<file path="src/iim_pkg.sv">
`timescale 1ns / 1ps
package iim_pkg;

    localparam int CAPACITY = 64;
    localparam int ADDR_W   = $clog2(CAPACITY);
    localparam int CNT_W    = $clog2(CAPACITY + 1);
    localparam int PUT_W    = $clog2(CAPACITY + 2);
    localparam int VAL_W    = 32;
    localparam int ENT_W    = 3 * VAL_W;
    localparam int COUNT_W  = 7;
    localparam int IN_W     = 136;
    localparam int OUT_W    = 40;

    typedef enum logic [1:0] {
        CMD_ASSIGN  = 2'd0,
        CMD_LOOKUP  = 2'd1,
        CMD_COMPACT = 2'd2,
        CMD_NOP     = 2'd3
    } cmd_t;

    typedef enum logic [2:0] {
        ST_IDLE,
        ST_READ,
        ST_EVAL,
        ST_PUT_B,
        ST_PUT_C,
        ST_FINAL,
        ST_COMMIT
    } state_t;

    typedef struct packed {
        logic load;
        logic eval;
        logic put_b;
        logic put_c;
        logic final_put;
        logic commit;
    } ctl_t;

    typedef struct packed {
        logic scan_done;
        logic out_free;
    } stat_t;

endpackage

</file>
<file path="src/iim_ctrl.sv">
`timescale 1ns / 1ps
module iim_ctrl
    import iim_pkg::*;
(
    input  logic  clk,
    input  logic  rst_n,
    input  logic  in_valid,
    output logic  in_ready,
    input  stat_t stat,
    output ctl_t  ctl
);

    state_t state_reg, state_next;

    always_ff @(posedge clk or negedge rst_n)
    begin
        if (!rst_n)
        begin
            state_reg <= ST_IDLE;
        end
        else
        begin
            state_reg <= state_next;
        end
    end

    always_comb
    begin
        state_next = state_reg;
        case (state_reg)
            ST_IDLE:   if (in_valid) state_next = ST_READ;
            ST_READ:   state_next = stat.scan_done ? ST_FINAL : ST_EVAL;
            ST_EVAL:   state_next = ST_PUT_B;
            ST_PUT_B:  state_next = ST_PUT_C;
            ST_PUT_C:  state_next = ST_READ;
            ST_FINAL:  state_next = ST_COMMIT;
            ST_COMMIT: if (stat.out_free) state_next = ST_IDLE;
            default:   state_next = ST_IDLE;
        endcase
    end

    always_comb
    begin
        ctl      = '0;
        in_ready = 1'b0;
        case (state_reg)
            ST_IDLE:
            begin
                in_ready = 1'b1;
                ctl.load = in_valid;
            end
            ST_EVAL:   ctl.eval      = 1'b1;
            ST_PUT_B:  ctl.put_b     = 1'b1;
            ST_PUT_C:  ctl.put_c     = 1'b1;
            ST_FINAL:  ctl.final_put = 1'b1;
            ST_COMMIT: ctl.commit    = stat.out_free;
            default:   ctl           = '0;
        endcase
    end

endmodule

</file>
<file path="config.mk">
export PLATFORM = sky130hd
export DESIGN_NAME = iim_ctrl
export DESIGN_NICKNAME = d
export VERILOG_FILES = /design/src/iim_pkg.sv /design/src/iim_ctrl.sv
export SDC_FILE = /design/constraint.sdc
export NUM_CORES = 1
export LEC_CHECK = 0
export BUFFER_PORTS_ARGS = -buffer_cell sky130_fd_sc_hd__buf_2
export CAP_MARGIN = 30
export CORE_AREA = 2 2 39 41
export DETAILED_ROUTE_END_ITERATION = 8
export DIE_AREA = 0 0 41 43
export PLACE_DENSITY_LB_ADDON = 0.3
export SYNTH_ARGS = -nofsm -noshare
export SYNTH_HDL_FRONTEND = slang
export SYNTH_SLANG_ARGS = --single-unit
</file>
<file path="constraint.sdc">
create_clock -name clk -period 1.38 [get_ports clk]
set_clock_uncertainty 0.2 [all_clocks]
set_input_delay 0.138 -clock clk [delete_from_list [all_inputs] [get_ports clk]]
set_output_delay 0.138 -clock clk [all_outputs]
set_load 0.01 [all_outputs]
</file>
# Word-level counts from Yosys, hierarchy flattened
# Cells that the tools add are included.
# W data, S select, Z words.
totals:
  in_bits: 5
  regBits: 3
classes:
  eq_ne: 8
  n_reduce_logical: 2
  muxes: 11
op_table:
  columns: ["cell", "n"]
  rows:
  - ["$pmux W3 S7", 1]
  - ["$eq A3 B3 Y1 const B", 3]
  - ["$mux W3", 3]
  - ["$mux W1", 7]
  - ["$eq A3 B2 Y1 const B", 2]
  - ["$ne A2 B2 Y1 const B", 2]
  - ["$eq A3 B1 Y1 const B", 1]
  - ["$logic_not A3 Y1", 1]
  - ["$reduce_and A2 Y1", 1]

# Depth between registers and ports, before layout
# Gate-level depths: netlist of run 1.
depth:
  ltp_word: 3
  depth_mapped: 4

# Worst setup path after synthesis of run 1
# OpenSTA, ideal clock, no wires.
synth_timing:
  path_kind: "register to output"
  start: "reg state_reg[2]"
  end: "out ctl[5] (netlist bit)"
  arrival_time_ps: 1012
  required_ps: 1042
  path_stages_with_launch: 4
  path_slack_ps: 30
  path_buffers: 1
  cell_sequence: "dfrtp_1 buf_6 nor3_1 and2_1"
synth_rtl:
  columns: ["element", "line_no", "rtl"]
  rows:
  - ["start, declared", "iim_ctrl.sv:13", "state_t state_reg, state_next;"]
  - ["start signal, assigned", "iim_ctrl.sv:23", "state_reg <= state_next;"]
  - ["end, declared", "iim_ctrl.sv:10", "output ctl_t ctl"]

==> flow_metrics.env, run 1 <==
export IMPL_portBuffers=11
export IMPL_pwr_share_seq=0.247
export IMPL_finalNetCount=52
export IMPL_synth_area_um2=208
export IMPL_violations="setup timing"
export IMPL_gp_congestion=0.684
export IMPL_reg2reg_depth=3
export IMPL_route_detailed_drc=0
export IMPL_antenna_cells=0
export IMPL_synth_top_cell_area_share=0.361
export IMPL_cts_tree="built"
export IMPL_placed_cells=50
export IMPL_drt_iter0_drc=1
export IMPL_fmax_mhz=682
export IMPL_crit_path_end_kind="output pin"
export IMPL_dp_hpwl_um=364
export IMPL_hold_viol=0
export IMPL_slowest_delay_ns=0.43
export IMPL_grt_usage=0.0884
export IMPL_vias=245
export IMPL_slowest_stage="dfrtp_2"
export IMPL_power_switching_uw=326
export IMPL_power_uw=864
export IMPL_die_x_um=41
export IMPL_p_sw_frac=0.378
export IMPL_status="finished with violations"
export IMPL_final_area_um2=400
export IMPL_p_int_uw=538
export IMPL_wl_met1_um=274
export IMPL_rsz0062_at_grt="true"
export IMPL_gr_total_overflow=0
export IMPL_synth_avg_cell_area_um2=8.65
export IMPL_grt_pass1_wl_um=979
export IMPL_cellPowerDensity_mw_per_mm2=2160
export IMPL_fin_crit_sh=1.06
export IMPL_grt_pass1_vias=231
export IMPL_ys_ff_latch=3
export IMPL_first_pass_iters=2
export IMPL_wl_met2_um=260
export IMPL_antenna_found_initial=0
export IMPL_synth_top_area_cell="dfrtp_1"
export IMPL_ir_drop_mv=0.771
export IMPL_die_area_mm2=0.00176
export IMPL_netlist_instances=24
export IMPL_drv_slew=0
export IMPL_start_kind="flip-flop"
export IMPL_synth_distinct_cells=15
export IMPL_yosys_warnings=0
export IMPL_pin_count=12
export IMPL_p_clk_frac=0.184
export IMPL_wl_um=621
export IMPL_fin_ws_ns=-0.0863
export IMPL_finalNonFillerCells=62
export IMPL_routed_top_layer="met4"
export IMPL_critPathMaxFanout=6
export IMPL_clock_sinks=3
export IMPL_postPlaceCellArea_um2=272
export IMPL_ys_seq_area_frac=0.361
export IMPL_syn_nets=29
export IMPL_setup_viol=7
export IMPL_wl_met3_um=66
export IMPL_critical_path_class="reg2out"
export IMPL_die_height_um=43
export IMPL_rows=14
export IMPL_drv_cap=0
export IMPL_clockBufferDepth=2
export IMPL_coreArea_mm2=0.00138
export IMPL_leakage_uw=0.000204
export IMPL_largest_reg_flops=3
export IMPL_crit_arrival_ns=1.13
export IMPL_clk_pin_slew_ns=0.04
export IMPL_ant_nets=0
export IMPL_wl_per_cell_um=10.0
export IMPL_clockRootBuffer="clkbuf_4"
export IMPL_finalCriticalPeriod_ns=1.47
export IMPL_yosys_top_cells_area="dfrtp_1 (36%), and2_1 (9.0%), and3b_1 (8.4%)"
export IMPL_clk_latency_ns=0.24
export IMPL_area_growth_pct=92.8
export IMPL_drive_gt1_frac=0.565
export IMPL_relSlewSlack=0.892
export IMPL_pre_cts_ws_ns=0.00914
export IMPL_numCtsBuffers=3
export IMPL_routed_via_density=3.95
export IMPL_power_frac_comb=0.569
export IMPL_htree_levels=1
export IMPL_required_ns=1.04
export IMPL_initial_utilization=0.150
export IMPL_worstMarginPinSlew_ns=0.160
export IMPL_hold_class="in2async"
export IMPL_grt_max_degree=9
export IMPL_path_cells="buf_4 -> and3b_1 -> buf_2"
-- cell type report --
cell class | count | area [um2]
Clock buffer | 4 | 26.3
Fill cell | 145 | 983
Inverter | 1 | 3.75
Multi-Input combinational cell | 19 | 138
Sequential cell | 3 | 78.8
Tap cell | 16 | 20.0
Timing Repair Buffer | 19 | 134
-- synth_stat cells, drive strengths merged --
cell type,n
and2,3
and3b,2
buf,1
dfrtp,3
inv,1
nand2b,1
nand3b,1
nor2,3
nor2b,1
nor3,1
nor3b,1
o21ai,3
o22ai,1
or3,1
or4b,1
-- layer usage --
| layer | vias to the layer above | track usage |
|---|---|---|
| li1 | 129 | - |
| met1 | 102 | 0.126 |
| met2 | 12 | 0.0938 |
| met3 | 2 | 0.0209 |
| met4 | 0 | 0.100 |
| met5 | - | 0 |
-- power groups by stage --
stage	sequential [uW]	combinational [uW]	clock (uW)
2_1_floorplan	172	228	0
3_3_place_gp	214	275	0
3_5_place_dp	210	276	0
4_1_cts	212	393	163
5_1_grt	223	537	176
6_report	214	491	159
-- stage by stage --
stage	utilization	setup TNS [ns]	hold slack (ns)
2_1_floorplan	-	0	-0.358
5_1_grt	0.289	-0.712	0.0477
6_report	0.289	-0.361	0.0238
3_3_place_gp	0.196	-0.0129	-0.263
4_1_cts	0.261	-0.312	0.0189
3_5_place_dp	0.196	0	-0.265
-- final timing paths --
path                         startpoint           end  slack (ns)
min in group clk                stat[1]  state_reg[2]        0.03
setup reg to reg           state_reg[2]  state_reg[0]       -0.07
hold / removal                    rst_n  state_reg[2]        0.02
setup / recovery           state_reg[1]        ctl[3]       -0.09
hold reg to reg            state_reg[0]  state_reg[1]        0.46
max in group asynchronous         rst_n  state_reg[1]        0.84
-- critical path, delay by kind of cell (launching register included) --
kind                   cells  cell delay (ns)
AND/OR/NAND/NOR            1             0.17
flip-flops                 1             0.43
buffers and inverters      2             0.29
-- cell families (layout without fill, tap and decap cells) --
kind of cell | after synthesis | in the layout | share of synthesized area
DFF | 3 | 3 | 0.361
AOI/OAI and AO/OA | 4 | 4 | 0.102
buffers and inverters | 2 | 24 | 0.0723
and+or+nand+nor | 15 | 15 | 0.464
-- cells in the final DEF (no fill, tap or decap), drive strengths merged --
cell,netlist,layout
inv,1,1
or4b,1,1
nand2b,1,1
nor2,3,3
clkbuf,0,4
nor3,1,1
or3,1,1
buf,1,17
nand3b,1,1
dfrtp,3,3
o21ai,3,3
dlygate4sd3,0,2
nor3b,1,1
and3b,2,2
and2,3,3
nor2b,1,1
o22ai,1,1
-- repair_timing --
item / CTS / global route
hold buffers: 2 / 0
setup endpoints to repair: 8 / 9
hold endpoints to repair: 4 / 0
resized for setup: 7 / 6
pin swaps: 2 / 4
setup buffers: 4 / 2
Power figures use the tool's default switching activity.
==> run 2: changes to the inputs <==
--- a/config.mk
+++ b/config.mk
@@ -5,11 +5,13 @@
 export SDC_FILE = /design/constraint.sdc
 export NUM_CORES = 1
 export LEC_CHECK = 0
-export BUFFER_PORTS_ARGS = -buffer_cell sky130_fd_sc_hd__buf_2
 export CAP_MARGIN = 30
+export CELL_PAD_IN_SITES_DETAIL_PLACEMENT = 1
+export CELL_PAD_IN_SITES_GLOBAL_PLACEMENT = 2
 export CORE_AREA = 2 2 39 41
 export DETAILED_ROUTE_END_ITERATION = 8
 export DIE_AREA = 0 0 41 43
+export DONT_BUFFER_PORTS = 1
 export PLACE_DENSITY_LB_ADDON = 0.3
 export SYNTH_ARGS = -nofsm -noshare
 export SYNTH_HDL_FRONTEND = slang
==> flow_metrics.env, run 2 (synthesized netlist as in run 1, its figures left out) <==
export IMPL_critPathMaxFanout=6
export IMPL_drv_slew=0
export IMPL_clk_pin_slew_ns=0.04
export IMPL_coreArea_mm2=0.00138
export IMPL_final_area_um2=382
export IMPL_ir_drop_mv=0.590
export IMPL_area_growth_pct=83.7
export IMPL_cellPowerDensity_mw_per_mm2=2150
export IMPL_worstReg2RegStart="state_reg[2]"
export IMPL_leakage_uw=0.000168
export IMPL_r2r_end="state_reg[0]"
export IMPL_rsz0062_at_grt="true"
export IMPL_hold_viol=0
export IMPL_postPlaceCellArea_um2=246
export IMPL_route_detailed_drc=0
export IMPL_hold_class="in2reg"
export IMPL_crit_path_end_kind="output pin"
export IMPL_required_ns=1.04
export IMPL_hold_depth=2
export IMPL_fillers=173
export IMPL_grt_pass1_vias=247
export IMPL_gp_congestion=0.646
export IMPL_grt_max_degree=9
export IMPL_htree_levels=1
export IMPL_finalNetCount=44
export IMPL_mostFrequentLayoutCell="dlygate4sd3_1"
export IMPL_numCtsBuffers=3
export IMPL_gr_total_overflow=0
export IMPL_ant_nets=0
export IMPL_finalCriticalPeriod_ns=1.46
export IMPL_initial_utilization=0.150
export IMPL_start_kind="flip-flop"
export IMPL_clock_sinks=3
export IMPL_antenna_found_initial=0
export IMPL_violations="setup timing"
export IMPL_grt_pass1_wl_um=917
export IMPL_pin_count=12
export IMPL_fmax_mhz=687
export IMPL_first_pass_iters=2
export IMPL_hp_start="stat[0]"
export IMPL_wl_per_cell_um=11.0
export IMPL_slowest_delay_ns=0.44
export IMPL_status="finished with violations"
export IMPL_routed_via_density=4.31
export IMPL_critical_path_class="reg2out"
export IMPL_setup_viol=6
export IMPL_clockRootBuffer="clkbuf_4"
export IMPL_path_delay_family="flip-flops"
export IMPL_drt_iter0_drc=1
export IMPL_vias=233
export IMPL_portBuffers=0
export IMPL_crit_arrival_ns=1.12
export IMPL_reg2reg_depth=3
export IMPL_fin_crit_sh=1.06
export IMPL_largest_reg_flops=3
export IMPL_die_area_mm2=0.00176
export IMPL_die_x_um=41
export IMPL_cts_tree="built"
export IMPL_drv_cap=0
export IMPL_path_depth=3
export IMPL_wl_um=594
export IMPL_r2r_setup_slack_ns=-0.03
export IMPL_grt_usage=0.0794
export IMPL_dp_hpwl_um=398
export IMPL_setup_tns_ns=-0.255
export IMPL_pre_cts_ws_ns=-0.0137
export IMPL_worstMarginPinSlew_ns=0.194
export IMPL_path_cells="buf_6 -> nor3_4 -> and2_4"
export IMPL_clockBufferDepth=2
export IMPL_drive_gt1_frac=0.474
export IMPL_hold_end="state_reg[2]"
export IMPL_die_height_um=43
export IMPL_clk_latency_ns=0.23
export IMPL_rows=14
export IMPL_relSlewSlack=0.871
export IMPL_slowest_stage="dfrtp_2"
export IMPL_fin_ws_ns=-0.0762
export IMPL_critPathBufInv=1
export IMPL_antenna_cells=0
run 2: cell types whose count changed in the layout (fill, tap and decap cells not counted), sizes merged:
| cell | change |
|---|---|
| buf | -11 |
| dlygate4sd3 | +3 |
run 2: power breakdown:
part           total (uW)  internal [uW]  switching (uW)
clock                 154            108            45.2
combinational         430            257             173
sequential            236            139            97.4
run 2: worst max-delay path by stage:
stage / startpoint / endpoint / slack (ns)
after floorplan: state_reg[2] / ctl[5] / 0.03
after global placement: state_reg[0] / state_reg[2] / 0.01
after detailed placement: state_reg[0] / state_reg[2] / -0.01
after CTS: state_reg[2] / ctl[5] / -0.08
after global routing: state_reg[2] / ctl[5] / -0.14
final: state_reg[2] / ctl[5] / -0.08
run 2: routing by layer:
metal	track usage	routed length (um)	up-vias
met1	0.0806	275	112
li1	-	-	114
met5	0	0	-
met4	0.0600	0	0
met3	0.0157	24	0
met2	0.131	294	7
run 2: final cells by class:
| class | count | area [um2] | area share |
|---|---|---|---|
| clock buffer | 4 | 26.3 | 0.0689 |
| timing repair buffer | 11 | 106 | 0.279 |
| sequential | 3 | 78.8 | 0.207 |
| tap | 16 | 20.0 | 0.0525 |
| inverter | 1 | 3.75 | 0.00984 |
| multi-input combinational | 19 | 146 | 0.384 |
run 2: through the flow:
step            util  cells  hold slack, ns  total power (uW)
2_1_floorplan      -     24          -0.358               400
3_3_place_gp   0.178     43          -0.358               498
3_5_place_dp   0.178     43          -0.357               499
4_1_cts        0.269     54          0.0690               812
5_1_grt        0.276     54          0.0781               885
6_report       0.276     54          0.0674               820
run 2: repair_timing:
action | CTS | global route
hold buffers | 5 | 0
endpoints found under the setup margin | 7 | 9
setup buffers | 2 | 0
resized for setup | 11 | 3
hold endpoints to repair | 6 | 0
pin swaps | 2 | 2
==> run 3: changes to the inputs <==
--- a/config.mk
+++ b/config.mk
@@ -13,6 +13,8 @@
 export DIE_AREA = 0 0 41 43
 export DONT_BUFFER_PORTS = 1
 export PLACE_DENSITY_LB_ADDON = 0.3
+export SETUP_SLACK_MARGIN = 0.1
+export SLEW_MARGIN = 40
 export SYNTH_ARGS = -nofsm -noshare
 export SYNTH_HDL_FRONTEND = slang
 export SYNTH_SLANG_ARGS = --single-unit
==> flow_metrics.env, run 3 (synthesized netlist as in run 1, its figures left out) <==
export IMPL_htree_levels=1
export IMPL_dp_hpwl_um=424
export IMPL_relSlewSlack=0.867
export IMPL_status="finished with violations"
export IMPL_fin_ws_ns=-0.0923
export IMPL_clk_pin_slew_ns=0.04
export IMPL_ant_nets=0
export IMPL_routed_top_layer="met4"
export IMPL_wl_per_cell_um=12.7
export IMPL_multi_input_area_um2=165
export IMPL_required_ns=1.04
export IMPL_vias=247
export IMPL_hold_slack_ns=-0.0547
export IMPL_violations="hold timing, setup timing"
export IMPL_fin_crit_sh=1.07
export IMPL_grt_max_degree=8
export IMPL_grt_pass1_wl_um=1170
export IMPL_coreArea_mm2=0.00138
export IMPL_largest_reg_flops=3
export IMPL_final_area_um2=450
export IMPL_worstMarginPinSlew_ns=0.198
export IMPL_antenna_found_initial=0
export IMPL_gr_total_overflow=0
export IMPL_wl_met2_um=410
export IMPL_clockBufferDepth=2
export IMPL_grt_pass1_vias=265
export IMPL_drive_gt1_frac=0.651
export IMPL_die_area_mm2=0.00176
export IMPL_crit_path_end_kind="output pin"
export IMPL_gp_congestion=0.676
export IMPL_finalNonFillerCells=59
export IMPL_fillers=166
export IMPL_finalNetCount=49
export IMPL_rsz0062_at_grt="true"
export IMPL_wl_met3_um=27
export IMPL_cts_tree="built"
export IMPL_route_detailed_drc=0
export IMPL_pin_count=12
export IMPL_setup_viol=9
export IMPL_grt_usage=0.110
export IMPL_die_x_um=41
export IMPL_drt_iter0_drc=4
export IMPL_drv_cap=0
export IMPL_portBuffers=0
export IMPL_clk_latency_ns=0.24
export IMPL_first_pass_iters=2
export IMPL_clockRootBuffer="clkbuf_4"
export IMPL_start_kind="flip-flop"
export IMPL_antenna_cells=0
export IMPL_crit_arrival_ns=1.13
export IMPL_mostFrequentLayoutCell="buf_6"
export IMPL_die_height_um=43
export IMPL_power_uw=1040
export IMPL_wl_met1_um=297
export IMPL_critical_path_class="reg2out"
export IMPL_initial_utilization=0.150
export IMPL_finalCriticalPeriod_ns=1.47
export IMPL_area_growth_pct=117
export IMPL_clock_sinks=3
export IMPL_hold_viol=1
export IMPL_holdBufCountCts=4
export IMPL_routed_via_density=4.19
export IMPL_hold_class="in2reg"
export IMPL_fmax_mhz=679
export IMPL_cellPowerDensity_mw_per_mm2=2310
export IMPL_numCtsBuffers=3
export IMPL_ir_drop_mv=0.904
export IMPL_register_area_um2=78.8
export IMPL_wl_um=749
export IMPL_postPlaceCellArea_um2=260
export IMPL_drv_slew=0
export IMPL_mostFrequentLayoutCells="buf_6 (7), buf_4 (5), dlygate4sd3_1 (4)"
export IMPL_rows=14
export IMPL_critPathMaxFanout=7
export IMPL_leakage_uw=0.000202
export IMPL_placed_cells=44
-- run 3: changes by cell type in the layout (fill, tap and decap cells not counted), sizes merged --
cell,delta
buf,+6
dlygate4sd3,-1
-- run 3: area by class of cell --
| type | instances | area share |
|---|---|---|
| Multi-Input combinational cell | 19 | 0.367 |
| Timing Repair Buffer | 16 | 0.347 |
| Sequential cell | 3 | 0.175 |
| Clock buffer | 4 | 0.0583 |
| Tap cell | 16 | 0.0444 |
| Inverter | 1 | 0.00833 |
-- run 3: worst paths after layout --
path | startpoint | to | slack, ns | cells past startpoint
max | state_reg[2] | ctl[3] | -0.09 | 3
min | stat[0] | state_reg[1] | -0.05 | 2
min in group asynchronous | rst_n | state_reg[2] | 0.49 | 2
max in group asynchronous | rst_n | state_reg[1] | 0.33 | 2
max reg2reg | state_reg[1] | state_reg[0] | -0.04 | 3
min reg2reg | state_reg[1] | state_reg[1] | 0.52 | 3
-- run 3: where the power goes --
group	leakage (uW)	switching (uW)	internal, uW
sequential	0.0000338	66.9	139
clock	0.0000150	52.3	109
combinational	0.000154	273	402
-- run 3: per-stage QoR --
stage	hold slack (ns)	utilization	setup WS, ns	TNS (ns)
3_3_place_gp	-0.358	0.188	0.0216	0
4_1_cts	-0.0565	0.325	-0.105	-0.515
5_1_grt	-0.0497	0.325	-0.125	-0.838
2_1_floorplan	-0.358	-	0.0722	0
3_5_place_dp	-0.357	0.188	-0.0335	-0.0335
6_report	-0.0547	0.325	-0.0923	-0.470
-- run 3: worst max-delay path, stage by stage, from the launching register on --
cell and delay (ns):
dfrtp_2 0.41, buf_6 0.14, and3b_2 0.24, buf_6 0.10
-- run 3: metal layers --
metal  track usage  vias to the layer above
li1              -                      121
met1         0.116                      115
met2         0.163                        9
met3        0.0157                        2
met4         0.120                        0
met5             0                        -
-- run 3: repair_timing --
item,in CTS,in global routing
hold endpoints to repair,6,1
gates resized for setup,20,1
endpoints found under the setup margin,9,9
pin swaps,3,2
buffers inserted,7,0
